$ cat config.mk
export PLATFORM = sky130hd
export DESIGN_NAME = run_length_text_decoder
export DESIGN_NICKNAME = d
export VERILOG_FILES = /design/src/sv/rltd_pkg.sv /design/src/sv/rltd_front.sv /design/src/sv/rltd_cmd_queue.sv /design/src/sv/rltd_back.sv /design/src/sv/run_length_text_decoder.sv
export SDC_FILE = /design/constraint.sdc
export NUM_CORES = 1
export LEC_CHECK = 0
export BUFFER_PORTS_ARGS = -buffer_cell sky130_fd_sc_hd__buf_2
export CAP_MARGIN = 25
export CORE_MARGIN = 2
export CORE_UTILIZATION = 46
export DETAILED_ROUTE_END_ITERATION = 6
export PLACE_DENSITY_LB_ADDON = 0.12
export REMOVE_ABC_BUFFERS = 1
export SLEW_MARGIN = 30
export SYNTH_ARGS = -nofsm -noshare
export SYNTH_HDL_FRONTEND = slang
export SYNTH_SLANG_ARGS = --single-unit
$ cat constraint.sdc
create_clock -name i_clk -period 8.22 [get_ports i_clk]
set_input_delay 0.822 -clock i_clk [delete_from_list [all_inputs] [get_ports i_clk]]
set_output_delay 0.822 -clock i_clk [all_outputs]
set_load 0.01 [all_outputs]
$ cat src/sv/rltd_pkg.sv
package rltd_pkg;

    localparam int CNT_W       = 7;
    localparam int FLEN_W      = 3;
    localparam int SYM_LEN     = 3;
    localparam int QUEUE_DEPTH = 4;

    localparam logic [CNT_W-1:0]  CNT_SAT  = 7'd127;
    localparam logic [FLEN_W-1:0] FLEN_MAX = 3'd7;

    localparam logic [7:0] CHAR_COMMA = 8'h2C;
    localparam logic [7:0] CHAR_QUOTE = 8'h27;
    localparam logic [7:0] CHAR_PLUS  = 8'h2B;
    localparam logic [7:0] CHAR_MINUS = 8'h2D;
    localparam logic [7:0] CHAR_SPACE = 8'h20;
    localparam logic [7:0] CHAR_TAB   = 8'h09;
    localparam logic [7:0] CHAR_CR    = 8'h0D;
    localparam logic [7:0] CHAR_ZERO  = 8'h30;
    localparam logic [7:0] CHAR_NINE  = 8'h39;

    typedef enum logic [1:0] {
        KIND_SYMBOL     = 2'd0,
        KIND_BAD_COUNT  = 2'd1,
        KIND_BAD_SYMBOL = 2'd2,
        KIND_END        = 2'd3
    } t_kind;

    typedef enum logic [1:0] {
        CP_BLANK  = 2'd0,
        CP_SIGN   = 2'd1,
        CP_DIGITS = 2'd2,
        CP_DONE   = 2'd3
    } t_count_phase;

    // One command for the expansion side: emit sym cnt times.
    typedef struct packed {
        logic [7:0]       sym;
        t_kind            kind;
        logic [CNT_W-1:0] cnt;
        logic             msg_end;
    } t_cmd;

endpackage

$ cat src/sv/rltd_front.sv
module rltd_front #(
    parameter int MAX_RUN = 64
) (
    input  logic               i_clk,
    input  logic               i_rst_n,
    input  logic               i_acc,
    input  logic [7:0]         i_text_byte,
    input  logic               i_end_of_text,
    output logic               o_cmd_vld,
    output rltd_pkg::t_cmd     o_cmd
);

    localparam logic [rltd_pkg::CNT_W-1:0] MAX_RUN_C = rltd_pkg::CNT_W'(MAX_RUN);

    rltd_pkg::t_count_phase        r_phase, n_phase;
    logic                          r_exp_sym, n_exp_sym;
    logic [rltd_pkg::CNT_W-1:0]    r_cnt, n_cnt;
    logic                          r_neg, n_neg;
    logic [rltd_pkg::FLEN_W-1:0]   r_flen, n_flen;
    logic                          r_drop, n_drop;
    logic [7:0]                    r_sym [rltd_pkg::SYM_LEN];
    logic [7:0]                    n_sym [rltd_pkg::SYM_LEN];

    logic        comma;
    logic        digit;
    logic        blank;
    logic [3:0]  dig_val;
    logic [10:0] acc_val;
    logic        sym_ok;

    assign comma   = (i_text_byte == rltd_pkg::CHAR_COMMA);
    assign digit   = (i_text_byte >= rltd_pkg::CHAR_ZERO) && (i_text_byte <= rltd_pkg::CHAR_NINE);
    assign blank   = (i_text_byte == rltd_pkg::CHAR_SPACE) ||
                     ((i_text_byte >= rltd_pkg::CHAR_TAB) && (i_text_byte <= rltd_pkg::CHAR_CR));
    assign dig_val = 4'(i_text_byte - rltd_pkg::CHAR_ZERO);
    assign acc_val = ({4'b0, r_cnt} << 3) + ({4'b0, r_cnt} << 1) + {7'b0, dig_val};

    always_comb begin
        n_phase   = r_phase;
        n_exp_sym = r_exp_sym;
        n_cnt     = r_cnt;
        n_neg     = r_neg;
        n_flen    = r_flen;
        n_drop    = r_drop;
        for (int i = 0; i < rltd_pkg::SYM_LEN; i++) begin
            n_sym[i] = r_sym[i];
        end
        o_cmd_vld     = 1'b0;
        o_cmd.sym     = 8'd0;
        o_cmd.kind    = rltd_pkg::KIND_END;
        o_cmd.cnt     = rltd_pkg::CNT_W'(1);
        o_cmd.msg_end = 1'b0;
        sym_ok        = 1'b0;

        if (i_acc) begin
            if (!r_drop) begin
                // Fold the byte into the open field.
                if (!comma) begin
                    if (r_exp_sym) begin
                        if (r_flen < rltd_pkg::FLEN_W'(rltd_pkg::SYM_LEN)) begin
                            n_sym[r_flen[1:0]] = i_text_byte;
                        end
                        if (r_flen < rltd_pkg::FLEN_MAX) begin
                            n_flen = r_flen + 1'b1;
                        end
                    end else begin
                        case (r_phase)
                            rltd_pkg::CP_BLANK: begin
                                if (blank) begin
                                    n_phase = rltd_pkg::CP_BLANK;
                                end else if (i_text_byte == rltd_pkg::CHAR_PLUS) begin
                                    n_phase = rltd_pkg::CP_SIGN;
                                end else if (i_text_byte == rltd_pkg::CHAR_MINUS) begin
                                    n_neg   = 1'b1;
                                    n_phase = rltd_pkg::CP_SIGN;
                                end else if (digit) begin
                                    n_cnt   = {3'b0, dig_val};
                                    n_phase = rltd_pkg::CP_DIGITS;
                                end else begin
                                    n_phase = rltd_pkg::CP_DONE;
                                end
                            end
                            rltd_pkg::CP_SIGN: begin
                                if (digit) begin
                                    n_cnt   = {3'b0, dig_val};
                                    n_phase = rltd_pkg::CP_DIGITS;
                                end else begin
                                    n_phase = rltd_pkg::CP_DONE;
                                end
                            end
                            rltd_pkg::CP_DIGITS: begin
                                if (digit) begin
                                    n_cnt = (acc_val > 11'(rltd_pkg::CNT_SAT)) ?
                                            rltd_pkg::CNT_SAT : acc_val[rltd_pkg::CNT_W-1:0];
                                end else begin
                                    n_phase = rltd_pkg::CP_DONE;
                                end
                            end
                            default: begin
                                n_phase = rltd_pkg::CP_DONE;
                            end
                        endcase
                    end
                end

                // Close the field on a comma or on the final byte.
                if (comma || i_end_of_text) begin
                    if (!r_exp_sym) begin
                        n_phase = rltd_pkg::CP_BLANK;
                        if ((n_cnt == '0) || (!n_neg && (n_cnt > MAX_RUN_C))) begin
                            o_cmd_vld  = 1'b1;
                            o_cmd.kind = rltd_pkg::KIND_BAD_COUNT;
                            n_drop     = 1'b1;
                        end else begin
                            n_exp_sym = 1'b1;
                        end
                    end else begin
                        sym_ok = (n_flen == rltd_pkg::FLEN_W'(rltd_pkg::SYM_LEN)) &&
                                 (n_sym[0] == rltd_pkg::CHAR_QUOTE) &&
                                 (n_sym[2] == rltd_pkg::CHAR_QUOTE);
                        if (sym_ok) begin
                            if (!r_neg) begin
                                o_cmd_vld  = 1'b1;
                                o_cmd.kind = rltd_pkg::KIND_SYMBOL;
                                o_cmd.sym  = n_sym[1];
                                o_cmd.cnt  = r_cnt;
                            end
                        end else begin
                            o_cmd_vld  = 1'b1;
                            o_cmd.kind = rltd_pkg::KIND_BAD_SYMBOL;
                            n_drop     = 1'b1;
                        end
                        n_exp_sym = 1'b0;
                        n_flen    = '0;
                        n_cnt     = '0;
                        n_neg     = 1'b0;
                        n_phase   = rltd_pkg::CP_BLANK;
                    end
                end
            end

            // End of message: always report, then start clean.
            if (i_end_of_text) begin
                o_cmd_vld     = 1'b1;
                o_cmd.msg_end = 1'b1;
                n_exp_sym     = 1'b0;
                n_flen        = '0;
                n_cnt         = '0;
                n_neg         = 1'b0;
                n_phase       = rltd_pkg::CP_BLANK;
                n_drop        = 1'b0;
            end
        end
    end

    always_ff @(posedge i_clk) begin
        if (!i_rst_n) begin
            r_phase   <= rltd_pkg::CP_BLANK;
            r_exp_sym <= 1'b0;
            r_cnt     <= '0;
            r_neg     <= 1'b0;
            r_flen    <= '0;
            r_drop    <= 1'b0;
        end else begin
            r_phase   <= n_phase;
            r_exp_sym <= n_exp_sym;
            r_cnt     <= n_cnt;
            r_neg     <= n_neg;
            r_flen    <= n_flen;
            r_drop    <= n_drop;
        end
    end

    always_ff @(posedge i_clk) begin
        for (int i = 0; i < rltd_pkg::SYM_LEN; i++) begin
            r_sym[i] <= n_sym[i];
        end
    end

endmodule

$ cat src/sv/rltd_cmd_queue.sv
module rltd_cmd_queue (
    input  logic           i_clk,
    input  logic           i_rst_n,
    input  logic           i_push,
    input  rltd_pkg::t_cmd i_cmd,
    output logic           o_full,
    input  logic           i_pop,
    output rltd_pkg::t_cmd o_cmd,
    output logic           o_empty
);

    localparam int DEPTH = rltd_pkg::QUEUE_DEPTH;
    localparam int PTR_W = (DEPTH > 1) ? $clog2(DEPTH) : 1;
    localparam int CNT_W = $clog2(DEPTH + 1);
    localparam logic [PTR_W-1:0] PTR_LAST = PTR_W'(DEPTH - 1);

    rltd_pkg::t_cmd   r_mem [DEPTH];
    logic [PTR_W-1:0] r_wr, n_wr;
    logic [PTR_W-1:0] r_rd, n_rd;
    logic [CNT_W-1:0] r_count, n_count;
    logic             do_push;
    logic             do_pop;

    assign o_full  = (r_count == CNT_W'(DEPTH));
    assign o_empty = (r_count == '0);
    assign o_cmd   = r_mem[r_rd];
    assign do_push = i_push && !o_full;
    assign do_pop  = i_pop && !o_empty;

    always_comb begin
        n_wr    = r_wr;
        n_rd    = r_rd;
        n_count = r_count;
        if (do_push) begin
            n_wr = (r_wr == PTR_LAST) ? '0 : r_wr + 1'b1;
        end
        if (do_pop) begin
            n_rd = (r_rd == PTR_LAST) ? '0 : r_rd + 1'b1;
        end
        if (do_push && !do_pop) begin
            n_count = r_count + 1'b1;
        end else if (do_pop && !do_push) begin
            n_count = r_count - 1'b1;
        end
    end

    always_ff @(posedge i_clk) begin
        if (!i_rst_n) begin
            r_wr    <= '0;
            r_rd    <= '0;
            r_count <= '0;
        end else begin
            r_wr    <= n_wr;
            r_rd    <= n_rd;
            r_count <= n_count;
        end
    end

    always_ff @(posedge i_clk) begin
        if (do_push) begin
            r_mem[r_wr] <= i_cmd;
        end
    end

endmodule

$ cat src/sv/rltd_back.sv
module rltd_back (
    input  logic                 i_clk,
    input  logic                 i_rst_n,
    input  logic                 i_q_empty,
    input  rltd_pkg::t_cmd       i_q_cmd,
    output logic                 o_q_pop,
    output logic                 o_empty,
    input  logic                 i_pop,
    output logic [7:0]           o_out_byte,
    output logic [1:0]           o_kind,
    output logic                 o_run_last,
    output logic                 o_message_end
);

    logic                       r_busy, n_busy;
    logic [rltd_pkg::CNT_W-1:0] r_left, n_left;
    logic [7:0]                 r_sym;
    rltd_pkg::t_kind            r_kind;
    logic                       r_msg_end;
    logic                       last;

    assign last          = (r_left == rltd_pkg::CNT_W'(1));
    assign o_empty       = !r_busy;
    assign o_out_byte    = r_sym;
    assign o_kind        = r_kind;
    assign o_run_last    = last;
    assign o_message_end = last && r_msg_end;

    // Take the next command when idle or when the final result of the run leaves.
    assign o_q_pop = !i_q_empty && (!r_busy || (i_pop && last));

    always_comb begin
        n_busy = r_busy;
        n_left = r_left;
        if (o_q_pop) begin
            n_busy = 1'b1;
            n_left = i_q_cmd.cnt;
        end else if (i_pop && r_busy) begin
            if (last) begin
                n_busy = 1'b0;
            end else begin
                n_left = r_left - 1'b1;
            end
        end
    end

    always_ff @(posedge i_clk) begin
        if (!i_rst_n) begin
            r_busy <= 1'b0;
            r_left <= '0;
        end else begin
            r_busy <= n_busy;
            r_left <= n_left;
        end
    end

    always_ff @(posedge i_clk) begin
        if (o_q_pop) begin
            r_sym     <= i_q_cmd.sym;
            r_kind    <= i_q_cmd.kind;
            r_msg_end <= i_q_cmd.msg_end;
        end
    end

    a_busy_has_left: assert property (@(posedge i_clk) disable iff (!i_rst_n)
        r_busy |-> (r_left != '0))
        else $error("active run with zero results left");

    a_report_single: assert property (@(posedge i_clk) disable iff (!i_rst_n)
        (r_busy && (r_kind != rltd_pkg::KIND_SYMBOL)) |-> last)
        else $error("report result spans more than one entry");

    a_hold_on_stall: assert property (@(posedge i_clk) disable iff (!i_rst_n)
        (r_busy && !i_pop) |=> (r_busy && $stable(r_left) && $stable(r_sym)))
        else $error("stalled result changed");

    a_end_only_last: assert property (@(posedge i_clk) disable iff (!i_rst_n)
        (r_busy && (r_kind == rltd_pkg::KIND_END)) |-> o_message_end)
        else $error("end marker without message end");

endmodule

$ cat src/sv/run_length_text_decoder.sv
// Channel   Direction  Handshake            Payload
// --------  ---------  -------------------  ------------------------------------------
// text in   input      push / full          i_text_byte, i_end_of_text
// results   output     empty / pop          o_out_byte, o_kind, o_run_last, o_message_end
//
// One text byte is accepted per cycle while the command queue has room.
// A run of N symbols occupies the expansion side for N results (one result per cycle while pop is high),
// so full rises once the queue backs up behind a long run.
// Reset is synchronous, active low; the queue and the result register come up empty.
// Either side may stall at any time; the queue lets parsing run ahead of expansion.
module run_length_text_decoder #(
    parameter int MAX_RUN = 64
) (
    input  logic       i_clk,
    input  logic       i_rst_n,
    input  logic       push,
    output logic       full,
    input  logic [7:0] i_text_byte,
    input  logic       i_end_of_text,
    output logic       empty,
    input  logic       pop,
    output logic [7:0] o_out_byte,
    output logic [1:0] o_kind,
    output logic       o_run_last,
    output logic       o_message_end
);

    logic           in_acc;
    logic           cmd_vld;
    rltd_pkg::t_cmd cmd;
    logic           q_empty;
    logic           q_pop;
    rltd_pkg::t_cmd q_cmd;

    // Accept a request only when the queue can hold whatever command it makes.
    assign in_acc = push && !full;

    // Parse: track the count and symbol fields, emit at most one command per byte.
    rltd_front #(
        .MAX_RUN (MAX_RUN)
    ) u_front (
        .i_clk         (i_clk),
        .i_rst_n       (i_rst_n),
        .i_acc         (in_acc),
        .i_text_byte   (i_text_byte),
        .i_end_of_text (i_end_of_text),
        .o_cmd_vld     (cmd_vld),
        .o_cmd         (cmd)
    );

    // Buffer commands so parsing and expansion stall independently.
    rltd_cmd_queue u_queue (
        .i_clk   (i_clk),
        .i_rst_n (i_rst_n),
        .i_push  (cmd_vld),
        .i_cmd   (cmd),
        .o_full  (full),
        .i_pop   (q_pop),
        .o_cmd   (q_cmd),
        .o_empty (q_empty)
    );

    // Expand: repeat each symbol command, mark the last result of each command.
    rltd_back u_back (
        .i_clk         (i_clk),
        .i_rst_n       (i_rst_n),
        .i_q_empty     (q_empty),
        .i_q_cmd       (q_cmd),
        .o_q_pop       (q_pop),
        .o_empty       (empty),
        .i_pop         (pop),
        .o_out_byte    (o_out_byte),
        .o_kind        (o_kind),
        .o_run_last    (o_run_last),
        .o_message_end (o_message_end)
    );

endmodule

==> impl_table.tex, run 1 <==
\begin{tabular}{lr}
\hline
Metric & Value \\
\hline
\multicolumn{2}{l}{\textbf{Hold path}} \\
Start point of the worst hold path & u\_queue.r\_wr[1] \\
Class of the worst hold path & reg2reg \\
Capture endpoint of the worst hold path & u\_queue.r\_wr[1] \\
Number of stages on the worst hold path & 2 \\
\multicolumn{2}{l}{\textbf{GRT}} \\
Leftover overflow at the end of global routing & 0 \\
Vias in the first global route & 4,757 \\
Largest net degree at the start of global routing & 33 \\
Antenna violations before repair & 0 \\
Wire length of the first global-routing pass & 24,600 microns \\
Combined global-route utilization of all metal layers & 0.197 \\
\multicolumn{2}{l}{\textbf{Layout}} \\
Antenna Diode Count & 0 \\
Layout overhead on the synthesized area & 12.9\% \\
Final standard cell utilization of the core & 0.528 \\
Sequential cell area & 3850 sq um \\
Fraction of layout cells with a size suffix above 1 & 0.190 \\
Total of fill cells in the finished design & 1,315 \\
Final net count & 648 \\
Multi-input logic area & 2990 sq um \\
\multicolumn{2}{l}{\textbf{Route}} \\
Drt drc & 0 \\
Vias after detailed routing & 4,768 \\
Post-DR wirelength/cell & 18.9 microns \\
Violation count after the first detailed-route iteration & 356 \\
Average via count per standard cell & 5.90 \\
Detailed-route wire length & 15,200 microns \\
Antenna-violating nets left & 0 \\
1st-pass router iterations & 5 \\
\multicolumn{2}{l}{\textbf{Worst setup path}} \\
Req. time, crit path & 8.56 ns \\
Highest fanout seen on the critical path & 11 \\
Crit path max-delay cell type & sky130\_fd\_sc\_hd\_\_fa\_1 \\
Most prevalent standard cell on the critical path & sky130\_fd\_sc\_hd\_\_inv\_1 \\
WS Path Type & in2reg \\
CP Data Arrival Time & 5.34 ns \\
Critical path cell sequence & buf\_2 > inv\_1 > fa\_1 > inv\_1 > ha\_1 > a21o\_1 > a221oi\_1 > a41oi\_1 > or2\_2 > o221ai\_1 > nor4b\_4 > mux2i\_2 > a21oi\_4 > inv\_1 > ha\_1 > inv\_1 > fa\_1 > xor2\_1 > or3\_1 > a21boi\_0 \\
Startpoint of the lowest-slack register-to-register path & u\_front.r\_cnt[2] \\
Reg-to-reg setup timing slack & 3.39 ns \\
Element type at the critical path end & register \\
R2r worst-path depth & 19 \\
Worst flop-to-flop path endpoint & u\_queue.r\_count[2] \\
Type of element launching the critical path & input pin \\
Delay contributed by the slowest stage of the critical path & 0.61 ns \\
\multicolumn{2}{l}{\textbf{Synth}} \\
Most frequently used cell type in the post-synthesis netlist & sky130\_fd\_sc\_hd\_\_edfxtp\_1 \\
Synthesized area per cell & 12.2 sq um \\
Most instantiated cells after synthesis & sky130\_fd\_sc\_hd\_\_edfxtp\_1, sky130\_fd\_sc\_hd\_\_nor2\_1, sky130\_fd\_sc\_hd\_\_nand2\_1 \\
Area of the mapped netlist & 7060 sq um \\
Cell taking the most area after synthesis & sky130\_fd\_sc\_hd\_\_edfxtp\_1 \\
Leading post-synthesis cells by cell area & sky130\_fd\_sc\_hd\_\_edfxtp\_1, sky130\_fd\_sc\_hd\_\_dfxtp\_1, sky130\_fd\_sc\_hd\_\_mux4\_2, sky130\_fd\_sc\_hd\_\_ha\_1, sky130\_fd\_sc\_hd\_\_mux2\_2 \\
Count of state elements after synthesis & 139 \\
Yosys top cell area share & 0.455 \\
Synthesized instance count & 580 \\
Post-synth ARST share & 0 \\
Post-synth EDFFs & 107 \\
Cell variety after synth & 77 \\
Yosys warning count & 0 \\
Register area share after synthesis & 0.546 \\
Most frequently used flop master after synthesis & sky130\_fd\_sc\_hd\_\_edfxtp\_1 \\
\multicolumn{2}{l}{\textbf{Placement}} \\
Final weighted congestion of routability-driven global placement & 0.881 \\
DPL Wire Length & 10,400 microns \\
Port Buffers & 26 \\
\multicolumn{2}{l}{\textbf{STA}} \\
Peak Freq & 0.200 GHz \\
Unrepaired setup endpoints after global routing & no \\
Min Tclk post-route & 5.00 ns \\
Actual slew at the worst max-slew pin & 0.917 ns \\
Total negative setup slack & 0 ns \\
Fin. max-slew vios & 0 \\
Count of final setup violators & 0 \\
Worst-case headroom to the max-slew limit & 0.388 \\
Max Clock Skew & 0.0114 ns \\
Final hold violation count & 0 \\
Portion of the clock cycle consumed by the worst path in the final layout & 0.608 \\
\multicolumn{2}{l}{\textbf{Clock network}} \\
Number of resized instances in the post-cts repair step & 0 \\
Number of hold-repair buffers added at the cts stage & 0 \\
Clock tree sinks & 139 \\
Buffer count from post-CTS setup fixing & 0 \\
Clock transition time at the flip-flop clock pins of the worst setup and hold paths & 0.06 ns \\
CTS tree & yes \\
Maximum clock path buffer count & 2 \\
Clock insertion delay at the later pin of the skew report & 0.42 ns \\
Number of CTS-inserted buffers & 17 \\
H-tree depth reported by CTS & 4 \\
Buffer cell driving the clock tree root & sky130\_fd\_sc\_hd\_\_clkbuf\_16 \\
\multicolumn{2}{l}{\textbf{Die}} \\
I/O pin total & 27 \\
Placeable Area & 15,100 sq um \\
Initial standard-cell utilization of the core & 0.468 \\
Site Rows & 45 \\
Die outline area & 16,400 sq um \\
Die outline width & 128 microns \\
Vertical die dimension & 128 microns \\
\multicolumn{2}{l}{\textbf{Power and ir drop}} \\
Worst supply voltage drop on vdd & 0.149 mV \\
Share of total power consumed by net switching & 0.289 \\
Net switching power & 0.000646 W \\
Power per cell area & 281 nW/um\^{}2 \\
Leakage power figure & 2.96 nW \\
Seq pwr share & 0.423 \\
Share of total power in combinational logic & 0.225 \\
Power share of the clock group & 0.352 \\
Internal portion of total power & 0.00159 W \\
\multicolumn{2}{l}{\textbf{Flow run}} \\
Maxcap violations & 0 \\
\multicolumn{2}{l}{\textbf{Status}} \\
Outcome & finished, final reports clean \\
\hline
\end{tabular}
[how the worst max path moves through the flow]
stage	from	end	slack, ns	cells after the start
3_5_place_dp	i_text_byte[3]	u_queue.r_count[2]	2.79	20
3_3_place_gp	i_text_byte[3]	u_queue.r_count[2]	2.97	20
6_report	i_text_byte[3]	u_queue.r_count[2]	3.22	20
4_1_cts	i_text_byte[3]	u_queue.r_count[2]	3.22	20
5_1_grt	i_text_byte[3]	u_queue.r_count[2]	2.80	20
2_1_floorplan	i_text_byte[3]	u_queue.r_count[2]	3.41	19
[layout by cell type, fill, tap and decap left out, drive strengths merged, types with 18 or more instances in the layout]
cell    instances
a21oi          23
and3           20
buf            33
dfxtp          32
edfxtp        107
ha             25
inv            33
mux4           18
nand2          36
nor2           38
nor2b          18
nor3           22
o21ai          32
[layout make-up]
cell class / instances / area share
Clock buffer: 17 / 0.0534
Clock inverter: 15 / 0.0234
Inverter: 28 / 0.0132
Multi-Input combinational cell: 388 / 0.374
Sequential cell: 139 / 0.483
Tap cell: 188 / 0.0295
Timing Repair Buffer: 33 / 0.0229
[worst max-delay path, delay by kind of cell]
| kind | cells | cell delay [ns] |
|---|---|---|
| fa+ha+maj | 4 | 1.44 |
| compound gates | 6 | 1.06 |
| simple gates | 3 | 0.91 |
| buf+inv | 5 | 0.53 |
| mux | 1 | 0.39 |
| xor+xnor | 1 | 0.15 |
[per-stage QoR]
stage               cells  setup WS (ns)  area, sq um  power [W]  hold slack (ns)
floorplan             555           3.41         6940    0.00131            0.457
global placement      776           2.97         7360    0.00145            0.480
detailed placement    776           2.79         7360    0.00147            0.494
CTS                   808           3.22         7970    0.00227            0.499
global route          808           2.80         7970    0.00235            0.549
finish                808           3.22         7970    0.00224            0.494
[state kept, by name, summed over array words and instances (netlist names), named ones only]
register,cells
u_queue.r_mem,72
u_front.r_sym,24
u_back.o_out_byte,8
u_back.r_left,7
u_front.r_cnt,7
u_front.r_flen,3
u_queue.r_count,3
u_back.o_kind,2
u_front.r_phase,2
u_queue.r_rd,2
u_queue.r_wr,2
u_back.r_busy,1
u_back.r_msg_end,1
u_front.r_drop,1
u_front.r_exp_sym,1
u_front.r_neg,1
[power by group through the flow]
| stage | clock network (W) | logic (W) | registers, W |
|---|---|---|---|
| 5_1_grt | 0.000830 | 0.000564 | 0.000961 |
| 4_1_cts | 0.000808 | 0.000514 | 0.000949 |
| 3_3_place_gp | 0 | 0.000494 | 0.000959 |
| 3_5_place_dp | 0 | 0.000510 | 0.000963 |
| 6_report | 0.000789 | 0.000503 | 0.000947 |
| 2_1_floorplan | 0 | 0.000331 | 0.000978 |
[logic make-up after synthesis]
logic type / count (synthesis) / share of synthesized area
buf+inv: 53 / 0.0315
compound gates: 125 / 0.122
xor+xnor: 5 / 0.00620
flops: 139 / 0.546
fa+ha+maj: 28 / 0.0528
simple gates: 190 / 0.150
mux: 40 / 0.0921
[metal layers]
metal | global-route usage | up-vias | share of wire
met4 | 0.0698 | 0 | 0.011
met1 | 0.267 | 2361 | 0.47
met5 | 0 | - | 0
met2 | 0.317 | 115 | 0.48
met3 | 0.0388 | 17 | 0.039
li1 | - | 2275 | -
Power figures use the tool's default switching activity.
==> inputs of run 2 (changes only) <==
- clock period: 8.22 -> 4.75 ns (I/O delays scaled with it)
==> impl_table.tex, run 2 (synthesis results as in run 1) <==
\begin{tabular}{lr}
\hline
Metric & Value \\
\hline
\multicolumn{2}{l}{\textbf{Power and ir drop}} \\
Leakage power figure & 3.05 nW \\
Power per cell area & 467 nW/um\^{}2 \\
Total Power Consumption & 0.00377 W \\
Worst supply voltage drop on vdd & 0.282 mV \\
\multicolumn{2}{l}{\textbf{Clock network}} \\
Number of hold-repair buffers added at the cts stage & 0 \\
H-tree depth reported by CTS & 4 \\
Clock tree sinks & 139 \\
Number of CTS-inserted buffers & 17 \\
Maximum clock path buffer count & 2 \\
Buffer cell driving the clock tree root & sky130\_fd\_sc\_hd\_\_clkbuf\_16 \\
Clock transition time at the flip-flop clock pins of the worst setup and hold paths & 0.06 ns \\
Clock insertion delay at the later pin of the skew report & 0.42 ns \\
CTS tree & yes \\
\multicolumn{2}{l}{\textbf{Layout}} \\
Non-Filler Cell Area, Final & 8070 sq um \\
Layout overhead on the synthesized area & 14.3\% \\
Final standard cell utilization of the core & 0.535 \\
Fraction of layout cells with a size suffix above 1 & 0.218 \\
Total of fill cells in the finished design & 1,295 \\
Max FFs per register & 72 \\
Most common cell after layout, fill and taps aside & sky130\_fd\_sc\_hd\_\_edfxtp\_1 \\
Leading cell types in the layout, fill and taps excluded & sky130\_fd\_sc\_hd\_\_edfxtp\_1, sky130\_fd\_sc\_hd\_\_nor2\_1, sky130\_fd\_sc\_hd\_\_nand2\_1, sky130\_fd\_sc\_hd\_\_o21ai\_0, sky130\_fd\_sc\_hd\_\_dfxtp\_1 \\
Sequential cell area & 3860 sq um \\
Largest Register & u\_queue.r\_mem \\
Multi-input logic area & 2990 sq um \\
Final net count & 666 \\
Antenna Diode Count & 0 \\
\multicolumn{2}{l}{\textbf{Worst setup path}} \\
Crit path max-delay cell type & sky130\_fd\_sc\_hd\_\_fa\_1 \\
CP Data Arrival Time & 4.84 ns \\
Delay contributed by the slowest stage of the critical path & 0.56 ns \\
Element type at the critical path end & register \\
WS Path Type & reg2reg \\
Critical path cell sequence & inv\_2 > fa\_1 > inv\_1 > ha\_1 > a21o\_1 > a221oi\_2 > a41oi\_1 > or2\_2 > o221ai\_1 > nor4b\_4 > mux2i\_2 > a21oi\_4 > inv\_1 > ha\_1 > inv\_1 > fa\_1 > xor2\_1 > or3\_1 > a21boi\_0 \\
Highest fanout seen on the critical path & 6 \\
Most prevalent standard cell on the critical path & sky130\_fd\_sc\_hd\_\_inv\_1 \\
Type of element launching the critical path & register \\
Req. time, crit path & 5.08 ns \\
\multicolumn{2}{l}{\textbf{Route}} \\
Antenna-violating nets left & 0 \\
Detailed-route wire length & 15,500 microns \\
Average via count per standard cell & 5.88 \\
Violation count after the first detailed-route iteration & 273 \\
Post-DR wirelength/cell & 18.8 microns \\
1st-pass router iterations & 5 \\
Drt drc & 0 \\
Vias after detailed routing & 4,860 \\
\multicolumn{2}{l}{\textbf{Die}} \\
Site Rows & 45 \\
Die outline area & 16,400 sq um \\
Placeable Area & 15,100 sq um \\
Die outline width & 128 microns \\
Initial standard-cell utilization of the core & 0.468 \\
I/O pin total & 27 \\
Vertical die dimension & 128 microns \\
\multicolumn{2}{l}{\textbf{GRT}} \\
Combined global-route utilization of all metal layers & 0.200 \\
Leftover overflow at the end of global routing & 0 \\
Antenna violations before repair & 0 \\
Vias in the first global route & 4,784 \\
Largest net degree at the start of global routing & 33 \\
Wire length of the first global-routing pass & 25,100 microns \\
\multicolumn{2}{l}{\textbf{STA}} \\
Actual slew at the worst max-slew pin & 0.902 ns \\
Worst-case headroom to the max-slew limit & 0.398 \\
Min Tclk post-route & 4.51 ns \\
Max Clock Skew & 0.0141 ns \\
Hold Slack & 0.490 ns \\
Fin. max-slew vios & 0 \\
Peak Freq & 0.222 GHz \\
Portion of the clock cycle consumed by the worst path in the final layout & 0.949 \\
Count of final setup violators & 0 \\
Final hold violation count & 0 \\
\multicolumn{2}{l}{\textbf{Placement}} \\
Instance area after placement & 7460 sq um \\
Final weighted congestion of routability-driven global placement & 0.878 \\
DPL Wire Length & 10,700 microns \\
Port Buffers & 26 \\
\multicolumn{2}{l}{\textbf{Status}} \\
Outcome & finished, final reports clean \\
\multicolumn{2}{l}{\textbf{Hold path}} \\
Class of the worst hold path & reg2reg \\
\multicolumn{2}{l}{\textbf{Flow run}} \\
Maxcap violations & 0 \\
\hline
\end{tabular}
-- run 2: layout make-up --
cell class	instances	share of cell area
flip-flops and latches	139	0.478
multi-input cells	388	0.371
clock inverters	15	0.0175
clock buffers	17	0.0527
inverters	28	0.0130
well taps	188	0.0291
repair buffers	51	0.0394
-- run 2: report_power, final --
group | switching (W) | internal (W) | total [W] | leakage [nW]
clock network | 0.000519 | 0.000730 | 0.00125 | 0.283
logic | 0.000486 | 0.000397 | 0.000883 | 1.47
registers | 0.000103 | 0.00154 | 0.00164 | 1.29
total | 0.00111 | 0.00266 | 0.00377 | 3.05
-- run 2: worst paths after layout --
| kind | start | end | slack [ns] | cells after the start |
|---|---|---|---|---|
| setup / recovery | u_front.r_cnt[2] | u_queue.r_count[2] | 0.24 | 19 |
| setup reg to reg | u_front.r_cnt[2] | u_queue.r_count[2] | 0.24 | 19 |
| hold / removal | u_front.r_drop | u_front.r_drop | 0.49 | 2 |
| hold reg to reg | u_front.r_drop | u_front.r_drop | 0.49 | 2 |
-- run 2: what timing repair did --
action                     in CTS  in global routing
setup endpoints to repair       0                  1
resized for setup               0                  4
setup buffers                   0                  5
-- run 2: layer usage --
metal / share of wire / GRT usage
met5: 0 / 0
met3: 0.050 / 0.0509
met4: 0.0090 / 0.0582
met1: 0.47 / 0.269
met2: 0.47 / 0.322
-- run 2: critical path: cells and delay by family, from the launching register on --
kind / cells / cell delay (ns)
XOR/XNOR: 1 / 0.16
adder cells (fa/ha/maj): 4 / 1.39
AND/OR/NAND/NOR: 3 / 0.88
buffers and inverters: 4 / 0.26
flip-flops: 1 / 0.38
multiplexers: 1 / 0.34
AO/OA/AOI/OAI: 6 / 1.02
-- run 2: per-stage QoR --
step                setup WS [ns]  instances  TNS [ns]
floorplan                   0.284        555         0
global placement            0.110        789         0
detailed placement        -0.0852        789   -0.0852
CTS                        0.0428        821         0
global route             -0.00379        826  -0.00379
finish                      0.243        826         0
